### src/rtl/sbas_pkg.sv
// Shared types and constants for the six-axis bias averaging block.
`default_nettype none

package sbas_pkg;

  // Number of sensor axes: three forces and three torques.
  localparam int AXES = 6;

  // Width of one Q16.16 axis value.
  localparam int AXIS_W = 32;

  // Width of the sample count register and of the sample counter.
  localparam int CNT_W = 13;

  // Largest value the count register can hold.
  localparam int CNT_MAX = (2 ** CNT_W) - 1;

  // Count register value after reset.
  localparam logic [CNT_W-1:0] CNT_RESET = CNT_W'(100);

  // Saturation bounds of a corrected axis value.
  localparam logic [AXIS_W-1:0] SAT_MAX = {1'b0, {(AXIS_W-1){1'b1}}};
  localparam logic [AXIS_W-1:0] SAT_MIN = {1'b1, {(AXIS_W-1){1'b0}}};

  // Sequencer states.
  typedef enum logic [2:0] {
    S_IDLE,
    S_ACC,
    S_DABS,
    S_DSTEP,
    S_DFIX,
    S_COR,
    S_DONE
  } sbas_state_t;

endpackage

`default_nettype wire

### src/rtl/six_axis_bias_average_and_subtract.sv
// Six-axis force/torque sensor tare: bias averaging and bias subtraction.
// The input channel carries one sample of six Q16.16 axes in in_tdata and a
// command flag in in_tuser; a set flag starts a new bias measurement. Every
// input item yields exactly one result item on the output channel: the raw
// sample while the bias is being measured, the sample minus the bias
// (saturated to 32 bits) otherwise, and all zeros for a start command.
// out_tuser tells whether bias measurement is still running after the item.
// The count of averaged samples is written through cfg_wr_en/cfg_wr_data;
// the user must write it only while the block is idle, which the block
// itself does not enforce. Zero acts as one and large values are capped.
// All arithmetic goes through one shared adder, one axis per cycle, and no
// new item is accepted until the last one has left the sequencer; a start
// command goes from idle straight to the output stage. The sample that
// closes a measurement also runs a restoring divide for each axis on the
// same adder, one quotient bit per cycle, before it is corrected.
// in_tready is high only while the sequencer is idle.
// A finished result waits in the output register while the next item is
// accepted and processed; if the receiver still stalls when that item is
// done, the sequencer holds it until the register frees up.
// Reset clears the bias to zero, leaves bias mode, and sets the count to 100.
`default_nettype none

module six_axis_bias_average_and_subtract
  import sbas_pkg::*;
#(
  parameter int MAX_SAMPLES = 4096
) (
  input  wire logic                     clk,
  input  wire logic                     rst_n,
  // in_tdata, lowest bit up: force_x, force_y, force_z, torque_x, torque_y, torque_z.
  input  wire logic                     in_tvalid,
  output logic                          in_tready,
  input  wire logic [AXES*AXIS_W-1:0]   in_tdata,
  // in_tuser: op (1 starts a bias measurement, 0 is a sensor sample).
  input  wire logic [0:0]               in_tuser,
  output logic                          out_tvalid,
  input  wire logic                     out_tready,
  // out_tdata, lowest bit up: out_force_x, out_force_y, out_force_z,
  // out_torque_x, out_torque_y, out_torque_z.
  output logic      [AXES*AXIS_W-1:0]   out_tdata,
  // out_tuser: measuring.
  output logic      [0:0]               out_tuser,
  input  wire logic                     cfg_wr_en,
  input  wire logic [CNT_W-1:0]         cfg_wr_data
);

  // The count register cannot exceed its own range, so the cap is the smaller bound.
  localparam int CAP = (MAX_SAMPLES < CNT_MAX) ? MAX_SAMPLES : CNT_MAX;
  localparam logic [CNT_W-1:0] CAP_W = CNT_W'(CAP);
  // A sum of CAP samples of 32 bits fits in this many signed bits.
  localparam int SUM_W  = AXIS_W + $clog2(CAP);
  localparam int STEP_W = $clog2(SUM_W);
  localparam logic [STEP_W-1:0] LAST_STEP = STEP_W'(SUM_W - 1);
  localparam logic [2:0] LAST_AXIS = 3'(AXES - 1);

  sbas_state_t state_r, state_nxt;

  logic [2:0]          axis_r;
  logic [SUM_W-1:0]    sum_r [AXES];
  logic [AXIS_W-1:0]   smp_r [AXES];
  logic [CNT_W-1:0]    taken_r;
  logic                bias_mode_r;
  logic                meas_r;
  logic [SUM_W-1:0]    quo_r;
  logic [CNT_W-1:0]    rem_r;
  logic                neg_r;
  logic [STEP_W-1:0]   step_r;
  logic [CNT_W-1:0]    cnt_cfg_r;
  logic                out_valid_r;
  logic [AXES*AXIS_W-1:0] out_data_r;
  logic                out_meas_r;

  logic [CNT_W-1:0]    n_eff;
  logic [CNT_W:0]      trial;
  logic [SUM_W:0]      alu_a, alu_b, alu_res;
  logic                alu_sub;
  logic [AXIS_W-1:0]   alu_sat;
  logic                in_acc;
  logic                out_load;
  logic [SUM_W-1:0]    cur_sum;
  logic [AXIS_W-1:0]   cur_smp;

  assign in_tready  = (state_r == S_IDLE);
  assign in_acc     = in_tvalid && in_tready;
  assign out_load   = (state_r == S_DONE) && (!out_valid_r || out_tready);
  assign out_tvalid = out_valid_r;
  assign out_tdata  = out_data_r;
  assign out_tuser  = out_meas_r;

  // Effective averaging count: zero acts as one, large values are capped.
  always_comb begin
    if (cnt_cfg_r == '0) begin
      n_eff = CNT_W'(1);
    end else if (cnt_cfg_r > CAP_W) begin
      n_eff = CAP_W;
    end else begin
      n_eff = cnt_cfg_r;
    end
  end

  assign cur_sum = sum_r[axis_r];
  assign cur_smp = smp_r[axis_r];
  // Partial remainder shifted left with the next dividend bit brought in.
  assign trial   = {rem_r, quo_r[SUM_W-1]};

  sbas_alu #(
    .W (SUM_W)
  ) u_alu (
    .a   (alu_a),
    .b   (alu_b),
    .sub (alu_sub),
    .res (alu_res),
    .sat (alu_sat)
  );

  always_ff @(posedge clk) begin
    if (!rst_n) begin
      state_r <= S_IDLE;
    end else begin
      state_r <= state_nxt;
    end
  end

  // Next state and operand selection for the shared adder.
  always_comb begin
    state_nxt = state_r;
    alu_a     = '0;
    alu_b     = '0;
    alu_sub   = 1'b0;
    unique case (state_r)
      S_IDLE: begin
        if (in_acc) begin
          if (in_tuser[0]) begin
            state_nxt = S_DONE;
          end else if (bias_mode_r && (taken_r < n_eff)) begin
            state_nxt = S_ACC;
          end else if (bias_mode_r) begin
            state_nxt = S_DABS;
          end else begin
            state_nxt = S_COR;
          end
        end
      end
      S_ACC: begin
        alu_a = {cur_sum[SUM_W-1], cur_sum};
        alu_b = {{(SUM_W+1-AXIS_W){cur_smp[AXIS_W-1]}}, cur_smp};
        if (axis_r == LAST_AXIS) begin
          state_nxt = S_DONE;
        end
      end
      S_DABS: begin
        alu_b     = {cur_sum[SUM_W-1], cur_sum};
        alu_sub   = cur_sum[SUM_W-1];
        state_nxt = S_DSTEP;
      end
      S_DSTEP: begin
        alu_a   = {{(SUM_W-CNT_W){1'b0}}, trial};
        alu_b   = {{(SUM_W+1-CNT_W){1'b0}}, n_eff};
        alu_sub = 1'b1;
        if (step_r == LAST_STEP) begin
          state_nxt = S_DFIX;
        end
      end
      S_DFIX: begin
        alu_b   = {1'b0, quo_r};
        alu_sub = neg_r;
        if (axis_r == LAST_AXIS) begin
          state_nxt = S_COR;
        end else begin
          state_nxt = S_DABS;
        end
      end
      S_COR: begin
        alu_a   = {{(SUM_W+1-AXIS_W){cur_smp[AXIS_W-1]}}, cur_smp};
        alu_b   = {cur_sum[SUM_W-1], cur_sum};
        alu_sub = 1'b1;
        if (axis_r == LAST_AXIS) begin
          state_nxt = S_DONE;
        end
      end
      S_DONE: begin
        if (out_load) begin
          state_nxt = S_IDLE;
        end
      end
      default: begin
        state_nxt = S_IDLE;
      end
    endcase
  end

  // Control and accumulator state.
  always_ff @(posedge clk) begin
    if (!rst_n) begin
      cnt_cfg_r   <= CNT_RESET;
      taken_r     <= '0;
      bias_mode_r <= 1'b0;
      meas_r      <= 1'b0;
      axis_r      <= '0;
      step_r      <= '0;
      out_valid_r <= 1'b0;
      for (int k = 0; k < AXES; k++) begin
        sum_r[k] <= '0;
      end
    end else begin
      if (cfg_wr_en) begin
        cnt_cfg_r <= cfg_wr_data;
      end
      if (out_load) begin
        out_valid_r <= 1'b1;
      end else if (out_tready) begin
        out_valid_r <= 1'b0;
      end
      case (state_r)
        S_IDLE: begin
          axis_r <= '0;
          if (in_acc) begin
            if (in_tuser[0]) begin
              for (int k = 0; k < AXES; k++) begin
                sum_r[k] <= '0;
              end
              taken_r     <= '0;
              bias_mode_r <= 1'b1;
              meas_r      <= 1'b1;
            end else if (bias_mode_r && (taken_r < n_eff)) begin
              taken_r <= taken_r + CNT_W'(1);
              meas_r  <= 1'b1;
            end else begin
              bias_mode_r <= 1'b0;
              meas_r      <= 1'b0;
            end
          end
        end
        S_ACC: begin
          sum_r[axis_r] <= alu_res[SUM_W-1:0];
          axis_r        <= axis_r + 3'd1;
        end
        S_DABS: begin
          step_r <= '0;
        end
        S_DSTEP: begin
          step_r <= step_r + STEP_W'(1);
        end
        S_DFIX: begin
          sum_r[axis_r] <= alu_res[SUM_W-1:0];
          if (axis_r == LAST_AXIS) begin
            axis_r <= '0;
          end else begin
            axis_r <= axis_r + 3'd1;
          end
        end
        S_COR: begin
          axis_r <= axis_r + 3'd1;
        end
        default: begin
        end
      endcase
    end
  end

  // Sample, divider and output payload registers.
  always_ff @(posedge clk) begin
    case (state_r)
      S_IDLE: begin
        if (in_acc) begin
          for (int k = 0; k < AXES; k++) begin
            smp_r[k] <= in_tuser[0] ? '0 : in_tdata[k*AXIS_W +: AXIS_W];
          end
        end
      end
      S_DABS: begin
        quo_r <= alu_res[SUM_W-1:0];
        neg_r <= cur_sum[SUM_W-1];
        rem_r <= '0;
      end
      S_DSTEP: begin
        if (!alu_res[SUM_W]) begin
          rem_r <= alu_res[CNT_W-1:0];
          quo_r <= {quo_r[SUM_W-2:0], 1'b1};
        end else begin
          rem_r <= trial[CNT_W-1:0];
          quo_r <= {quo_r[SUM_W-2:0], 1'b0};
        end
      end
      S_COR: begin
        smp_r[axis_r] <= alu_sat;
      end
      S_DONE: begin
        if (out_load) begin
          for (int k = 0; k < AXES; k++) begin
            out_data_r[k*AXIS_W +: AXIS_W] <= smp_r[k];
          end
          out_meas_r <= meas_r;
        end
      end
      default: begin
      end
    endcase
  end

`ifndef SYNTHESIS
  // The sample counter never passes the largest count that can be in effect.
  a_taken_cap: assert property (@(posedge clk) disable iff (!rst_n)
    taken_r <= CAP_W)
    else $error("sample counter exceeds the count cap");

  // A start command leaves bias mode set with an empty sample count.
  a_start_clears: assert property (@(posedge clk) disable iff (!rst_n)
    (in_tvalid && in_tready && in_tuser[0]) |=> (bias_mode_r && (taken_r == '0)))
    else $error("start command did not reset the measurement");

  // The divider's partial remainder always stays below the divisor.
  a_rem_bound: assert property (@(posedge clk) disable iff (!rst_n)
    (state_r == S_DSTEP) |-> (rem_r < n_eff))
    else $error("divider remainder out of range");
`endif

endmodule

`default_nettype wire

### src/rtl/sbas_alu.sv
// Shared adder/subtractor with signed 32-bit saturation of its result.
`default_nettype none

module sbas_alu
  import sbas_pkg::*;
#(
  parameter int W = 44
) (
  input  wire logic [W:0]        a,
  input  wire logic [W:0]        b,
  input  wire logic              sub,
  output logic      [W:0]        res,
  output logic      [AXIS_W-1:0] sat
);

  logic [W:AXIS_W-1] hi;

  // Subtraction is a plus the inverted b plus one.
  assign res = a + (b ^ {(W+1){sub}}) + {{W{1'b0}}, sub};
  assign hi  = res[W:AXIS_W-1];

  always_comb begin
    if ((&hi) || !(|hi)) begin
      sat = res[AXIS_W-1:0];
    end else if (res[W]) begin
      sat = SAT_MIN;
    end else begin
      sat = SAT_MAX;
    end
  end

endmodule

`default_nettype wire
### config.mk
export PLATFORM = sky130hd
export DESIGN_NAME = six_axis_bias_average_and_subtract
export DESIGN_NICKNAME = d
export VERILOG_FILES = /design/src/rtl/sbas_pkg.sv /design/src/rtl/six_axis_bias_average_and_subtract.sv /design/src/rtl/sbas_alu.sv
export SDC_FILE = /design/constraint.sdc
export NUM_CORES = 1
export LEC_CHECK = 0
export BUFFER_PORTS_ARGS = -buffer_cell sky130_fd_sc_hd__buf_2
export CAP_MARGIN = 5
export CORE_MARGIN = 1.5
export CORE_UTILIZATION = 60
export DETAILED_ROUTE_END_ITERATION = 10
export MAX_ROUTING_LAYER = met4
export PLACE_DENSITY_LB_ADDON = 0.12
export SETUP_SLACK_MARGIN = 0.15
export SLEW_MARGIN = 20
export SYNTH_ARGS = -nofsm -noshare
export SYNTH_HDL_FRONTEND = slang
export SYNTH_SLANG_ARGS = --single-unit
### constraint.sdc
create_clock -name clk -period 14.23 [get_ports clk]
set_input_delay 1.423 -clock clk [delete_from_list [all_inputs] [get_ports clk]]
set_output_delay 1.423 -clock clk [all_outputs]
set_load 0.1 [all_outputs]
==> key figures, run 1 <==
Route
  • Drt pass-1 iters: 7
  • First-iteration detailed-routing DRC count: ~4500
  • # DRC: 0
  • DRT Wirelength: between 100000 and 150000 µm
  • Wire per inst: 30.0 µm
  • Via Count: 31400
  • Antenna Nets Post-Route: 0
  • Vias/cell: just under 7

Place
  • PortBufs: 405
  • DP HPWL: roughly 91000 µm
  • Cell area after placement: about 46000 µm²
  • GPL Wtd Cong: between 0.9 and 1

Critical path
  • Reg2Reg Depth: 20
  • Reg-to-reg slack, setup: between 4 and 5 ns
  • Critical Path Source: state_r[0]
  • CP Launch Type: flop
  • Crit end category: flop
  • Required time worst endpoint: between 10 and 15 ns
  • Most frequent CP cell: o31ai_1
  • Crit Path Max Fanout: ~190
  • Top Family by Delay on Critical Path: simple AND/OR/NAND/NOR gates
  • Kind of critical path: reg -> reg
  • Critical path's largest stage delay: between 0.9 and 1 ns
  • Cells along the critical path: buf_4 > or3b_1 > and2_1 > and3b_1 > or3_4 > a22oi_1 > inv_1 > fa_1 > a21o_1 > a221oi_1 > or3_1 > a211oi_1 > or4_1 > o2111ai_1 > o31ai_1 > nor4_4 > and3_1 > a21oi_4 > buf_12 > o31ai_1
  • Critical path arrival: 9.86 ns
  • Bufs and invs on worst path: 3
  • Slowest cell on crit path: and2_1
  • R2R Path Start: state_r[0]
  • RR Endpoint: smp_r[5][3]

Power
  • Peak supply drop: around 0.00034 V
  • Leak pwr: between 15 and 20 nW
  • Power per cell area: ~240 nW/µm²

Synth
  • Sequential share of the synthesized area: 0.623
  • Synth area leaders: edfxtp_1 60%, mux4_2 7.7%, nor2_1 3.6%
  • Syn Area/Cell: around 13 µm²
  • Top FF cell, synth: edfxtp_1
  • Synth Warn #: 0
  • Most frequent cell after synthesis: edfxtp_1
  • Mapped cell area: 42800 µm²
  • Post-synth EDFFs: ~860
  • Post-synth ARST share: 0
  • Netlist cell types: 80
  • Area leader, netlist: edfxtp_1
  • Gate Count Post-Synth: 3294
  • Top cells by count, synth: 859 x edfxtp_1, 411 x nor2_1, 296 x a21oi_1
  • Syn Nets: approximately 3600
  • #FFs+latches synth: 903
  • Share of the synthesized area in the top cell type: 0.602

Global route
  • Initial antenna violation count: 3
  • First-pass GRT wire length: about 200000 µm
  • GRT Util Overall: 0.388
  • GR Overflow Total: 0
  • Vias in the first global route: 30600
  • Largest net degree at the start of global routing: 187

Clocking
  • Worst-Skew Late Latency: around 0.68 ns
  • # resized after CTS: 0
  • CTS tree: yes
  • Post-CTS Hold Buffers: 0
  • Setup fix buffers added after clock tree synthesis: 0
  • Sink Count: ~900
  • Clk buf depth: 3
  • Htree depth: 3
  • Clock-pin slew on the worst setup and hold paths: 0.06 ns
  • Root Buffer: clkbuf_16
  • Inserted Clock Buffers: between 90 and 100

Layout
  • FF+latch area: 26700 µm²
  • Fin nets: slightly below 4000
  • Final instance area: slightly below 50000 µm²
  • Final Util: 0.695
  • Fillers: about 4900
  • Area grow syn2layout: 14.1%
  • Layout cells sized above 1: 0.232
  • Multi-input logic area: 15100 µm²

Timing
  • Setup TNS: 0 ns
  • Minimum clock period after layout: approximately 9.5 ns
  • Fmax: 0.106 GHz
  • # setup viols final: 0
  • Final period util: 0.664
  • Max-slew violations: 0
  • Max-slew headroom: 0.194
  • RSZ-0062 raised after global routing: no
  • Clock Skews: approximately 0.080 ns
  • Slew @ Worst Pin: around 1.2 ns
  • Hold Violations, Final: 0

Hold path
  • Hold path depth: 0
  • Worst hold endpoint: out_tdata[189]
  • Hold_sp: smp_r[5][29]
  • Hold crit path type: reg -> reg

Die
  • Die height: roughly 270 µm
  • # IOs: a little over 400
  • Die area: between 70000 and 80000 µm²
  • Core Region: about 70000 µm²
  • Row count: a little under 100
  • Die W: between 200 and 300 µm
  • Starting Density: 0.609

Run status
  • Status: finished clean

Run
  • Max-capacitance violation count: 0
[cell type report]
class,count,area share
diodes,3,0.000154
clock buffers,128,0.0511
clock inverters,42,0.0103
inverters,70,0.00538
multi-input cells,2040,0.309
flip-flops and latches,903,0.546
well taps,940,0.0241
repair buffers,481,0.0534
[state kept, by name (all words and copies together) (netlist names), named ones only]
name / count
axis_r: 3
bias_mode_r: 1
cnt_cfg_r: 13
meas_r: 1
neg_r: 1
out_tdata: 192
out_tuser: 1
out_tvalid: 1
quo_r: 44
rem_r: 13
smp_r: 256
state_r: 3
step_r: 6
sum_r: 352
taken_r: 13
[metrics by stage]
step	hold WS (ns)	cells	power, mW	worst slack [ns]
after detailed placement	0.428	4434	9.37	5.09
after global routing	0.450	4607	12.3	4.31
final	0.435	4607	11.9	4.78
after global placement	0.426	4434	9.24	5.37
after floorplan	0.409	3294	7.55	7.28
after CTS	0.437	4604	11.8	5.05
[power by group]
| part | switching, mW | internal, mW |
|---|---|---|
| clock network | 1.03 | 1.38 |
| logic | 3.99 | 1.45 |
| registers | 0.286 | 3.76 |
[kinds of logic after synthesis]
logic type,share of synthesized area
buffers and inverters,0.0321
and+or+nand+nor,0.0792
adders and majority gates,0.0177
AOI/OAI and AO/OA,0.126
DFF,0.623
xor gates and xnor gates,0.0192
muxes,0.103
[placed cells by master (no fill, tap or decap), types with 9 or more instances in the layout]
cell type,synthesis,final
a211oi_1,47,41
inv_1,66,65
nand2b_1,12,12
a31oi_1,14,10
ha_1,59,59
nor2b_1,10,10
o31ai_1,185,185
o31ai_2,9,9
o211ai_1,9,9
nand3_1,35,31
a21o_1,16,16
nand2_1,178,162
clkinv_1,2,13
mux4_2,147,147
xnor2_1,76,73
nor4_1,9,9
mux2i_1,103,103
o21ai_0,153,152
nor3_1,25,23
clkbuf_16,0,93
dfxtp_1,44,40
nand4_1,25,25
o21a_1,21,21
edfxtp_1,859,859
nand2_2,0,11
or3_1,13,12
nor2_1,411,408
o2bb2ai_1,14,14
or2_2,10,10
buf_2,23,405
a21oi_1,296,294
buf_4,1,75
clkinv_2,0,14
clkbuf_1,225,31
xor2_1,18,15
o22ai_1,35,35
[worst max-delay path by stage]
| stage | endpoint | slack (ns) | depth (start not counted) |
|---|---|---|---|
| after global placement | smp_r[5][26] | 5.37 | 20 |
| after floorplan | smp_r[5][10] | 7.28 | 27 |
| after detailed placement | smp_r[7][4] | 5.09 | 20 |
| final | smp_r[5][3] | 4.78 | 20 |
| after global routing | smp_r[5][21] | 4.31 | 20 |
| after CTS | smp_r[5][21] | 5.05 | 20 |
[routing by layer]
metal  global-route usage  wire length [µm]
met5                    -                 0
met4                0.158              6760
met3               0.0868             16400
met2                0.599             64800
met1                0.502             50200
Power figures use the tool's default switching activity.
==> run 2: changes to the inputs <==
==> constraint.sdc (replaced) <==
create_clock -name clk -period 9.2 [get_ports clk]
set_input_delay 0.92 -clock clk [delete_from_list [all_inputs] [get_ports clk]]
set_output_delay 0.92 -clock clk [all_outputs]
set_load 0.1 [all_outputs]
==> run 2 against run 1 <==
Sequential cell count unchanged. Sequential share of layout area down 0.25 points. Sequential power up 54%. Register-to-register slack worse by 3.8 ns. Clock skew down 0.017 ns. Final cell count up 0.37%. Final area up 0.45%. Combinational power up 59%.
==> key figures, run 2 (synthesis gave the netlist of run 1 again) <==
Critical path
  • Bufs and invs on worst path: 2 (-1)
  • Slowest cell on crit path: and4_1
  • Reg-to-reg slack, setup: 0.96 ns (-3.82 ns)
  • CP Launch Type: flop
  • Kind of critical path: reg -> reg
  • Top Family by Delay on Critical Path: simple AND/OR/NAND/NOR gates
  • Critical path's largest stage delay: 0.81 ns (-0.18 ns)
  • Crit Path Max Fanout: 186 (unchanged)
  • Cells along the critical path: buf_4 > mux4_2 > mux2i_1 > nor2_1 > a211oi_1 > xnor2_1 > ha_1 > and3_1 > a221oi_1 > or3_1 > a2111oi_2 > nor2_1 > o31ai_1 > xnor2_1 > and4_1 > and3_1 > a21oi_4 > buf_12 > o31ai_1
  • Crit end category: flop
  • Critical path arrival: 8.63 ns (-1.23 ns)
  • Required time worst endpoint: 9.59 ns (-5.05 ns)

Timing
  • Fmax: 0.121 GHz (+15%)
  • Hold Violations, Final: 0 (unchanged)
  • Slew @ Worst Pin: 1.17 ns (-0.0360 ns)
  • RSZ-0062 raised after global routing: no
  • Hold WS: 0.443 ns (+0.00803 ns)
  • Setup ws final: 0.958 ns (-3.82 ns)
  • # setup viols final: 0 (unchanged)
  • Clock Skews: 0.0627 ns (-0.0169 ns)
  • Final period util: 0.896 (+0.232)
  • Max-slew headroom: 0.221 (+0.0268)
  • Minimum clock period after layout: 8.24 ns (-1.21 ns)
  • Setup TNS: 0 ns (unchanged)
  • Max-slew violations: 0 (unchanged)

Global route
  • GR Overflow Total: 0 (unchanged)
  • GRT Util Overall: 0.399 (+0.0108)
  • First-pass GRT wire length: 205000 µm (+1.9%)
  • Vias in the first global route: 30600 (+0.013%)
  • Largest net degree at the start of global routing: 187 (unchanged)
  • Initial antenna violation count: 4 (+1)

Power
  • Sw Pwr: 8.36 mW (+57%)
  • Flop pwr share: 0.335 (-0.005)
  • Leak pwr: 17.1 nW (+0.55%)
  • Int Power: 10.3 mW (+56%)
  • Final Power: 18.6 mW (+57%)
  • Power per cell area: 380 nW/µm² (+56%)
  • Peak supply drop: 0.000482 V (+42%)
  • Sw frac: 0.449 (+0.00250)
  • Combinational Power Share: 0.464 (+0.007)
  • Clock network fraction of total power: 0.201 (-0.002)

Die
  • Row count: 97 (unchanged)
  • Core Region: 70300 µm² (unchanged)
  • Starting Density: 0.609 (unchanged)
  • Die W: 270 µm (unchanged)
  • Die height: 270 µm (unchanged)
  • # IOs: 406 (unchanged)
  • Die area: 73000 µm² (unchanged)

Place
  • GPL Wtd Cong: 0.932 (-3.8%)
  • Post-Place Cells: 4452 (+0.41%)
  • Cell area after placement: 46100 µm² (+0.51%)
  • PortBufs: 405 (unchanged)
  • DP HPWL: 95000 µm (+4.7%)
  • Pre-CTS WS: 1.48 ns (-3.61 ns)

Route
  • DRT Wirelength: 142000 µm (+3.2%)
  • Wire per inst: 30.8 µm (+2.8%)
  • First-iteration detailed-routing DRC count: 4750 (+6.6%)
  • Vias/cell: 6.89 (+1.0%)
  • Antenna Nets Post-Route: 0 (unchanged)
  • Drt pass-1 iters: 8 (+1)
  • # DRC: 0 (unchanged)
  • Via Count: 31900 (+1.4%)

Clocking
  • Clock-pin slew on the worst setup and hold paths: 0.06 ns (about the same)
  • Setup fix buffers added after clock tree synthesis: 0 (unchanged)
  • Root Buffer: clkbuf_16
  • Htree depth: 3 (unchanged)
  • Post-CTS Hold Buffers: 0 (unchanged)
  • CTS tree: yes
  • Clk buf depth: 3 (unchanged)
  • Worst-Skew Late Latency: 0.67 ns (about the same)
  • # resized after CTS: 0 (unchanged)
  • Inserted Clock Buffers: 92 (unchanged)
  • Sink Count: 903 (unchanged)

Layout
  • Highest-count cells in the layout ignoring fill and taps: 859 x edfxtp_1, 408 x nor2_1, 405 x buf_2
  • Final instance area: 49100 µm² (+0.45%)
  • Final non-filler cell total: 4624 (+0.37%)
  • Fin nets: 3877 (+0.47%)
  • Area grow syn2layout: 14.6%
  • Most common cell after layout, fill and taps aside: edfxtp_1
  • Layout cells sized above 1: 0.236 (+0.00388)
  • Final Util: 0.698 (+0.00313)
  • Biggest register: sum_r
  • Max FFs per register: 352 (unchanged)

Hold path
  • Hold crit path type: reg -> reg

Run
  • Max-capacitance violation count: 0 (unchanged)

Run status
  • Status: finished clean
## run 2: final cells by class
class | instances | area (µm²)
flip-flops and latches | 903 | 26700
fillers | 4879 | 21200
multi-input cells | 2040 | 15100
repair buffers | 499 | 2830
clock buffers | 117 | 2450
well taps | 940 | 1180
clock inverters | 51 | 541
inverters | 70 | 263
diodes | 4 | 10.0
## run 2: final timing paths
check / from / endpoint / depth (start not counted)
setup / recovery: flop / smp_r[6][2] / 19
hold / removal: smp_r[5][28] / out_tdata[188] / 0
setup reg to reg: flop / smp_r[6][2] / 19
hold reg to reg: smp_r[5][28] / out_tdata[188] / 0
## run 2: routing by layer
layer  wire [µm]  GRT usage  vias up
met4        6160      0.157        0
met3       16500     0.0710      393
met1       52400      0.528    15800
li1            -          -    13200
met5           0          -        -
met2       67500      0.619     2423
## run 2: worst register-to-register path: cells and delay by family (launching register included)
kind,cells,cell delay [ns]
and+or+nand+nor,6,2.13
buffers and inverters,2,0.78
adders and majority gates,1,0.42
muxes,2,1.01
xor gates and xnor gates,2,0.56
AOI/OAI and AO/OA,6,2.44
DFF,1,0.66
## run 2: power by group through the flow
stage          clock (mW)  combinational, mW  sequential, mW
4_1_cts              3.74               8.46            6.22
5_1_grt              3.90               9.09            6.29
6_report             3.74               8.65            6.24
3_3_place_gp            0               8.24            6.25
3_5_place_dp            0               8.41            6.30
2_1_floorplan           0               4.97            6.70
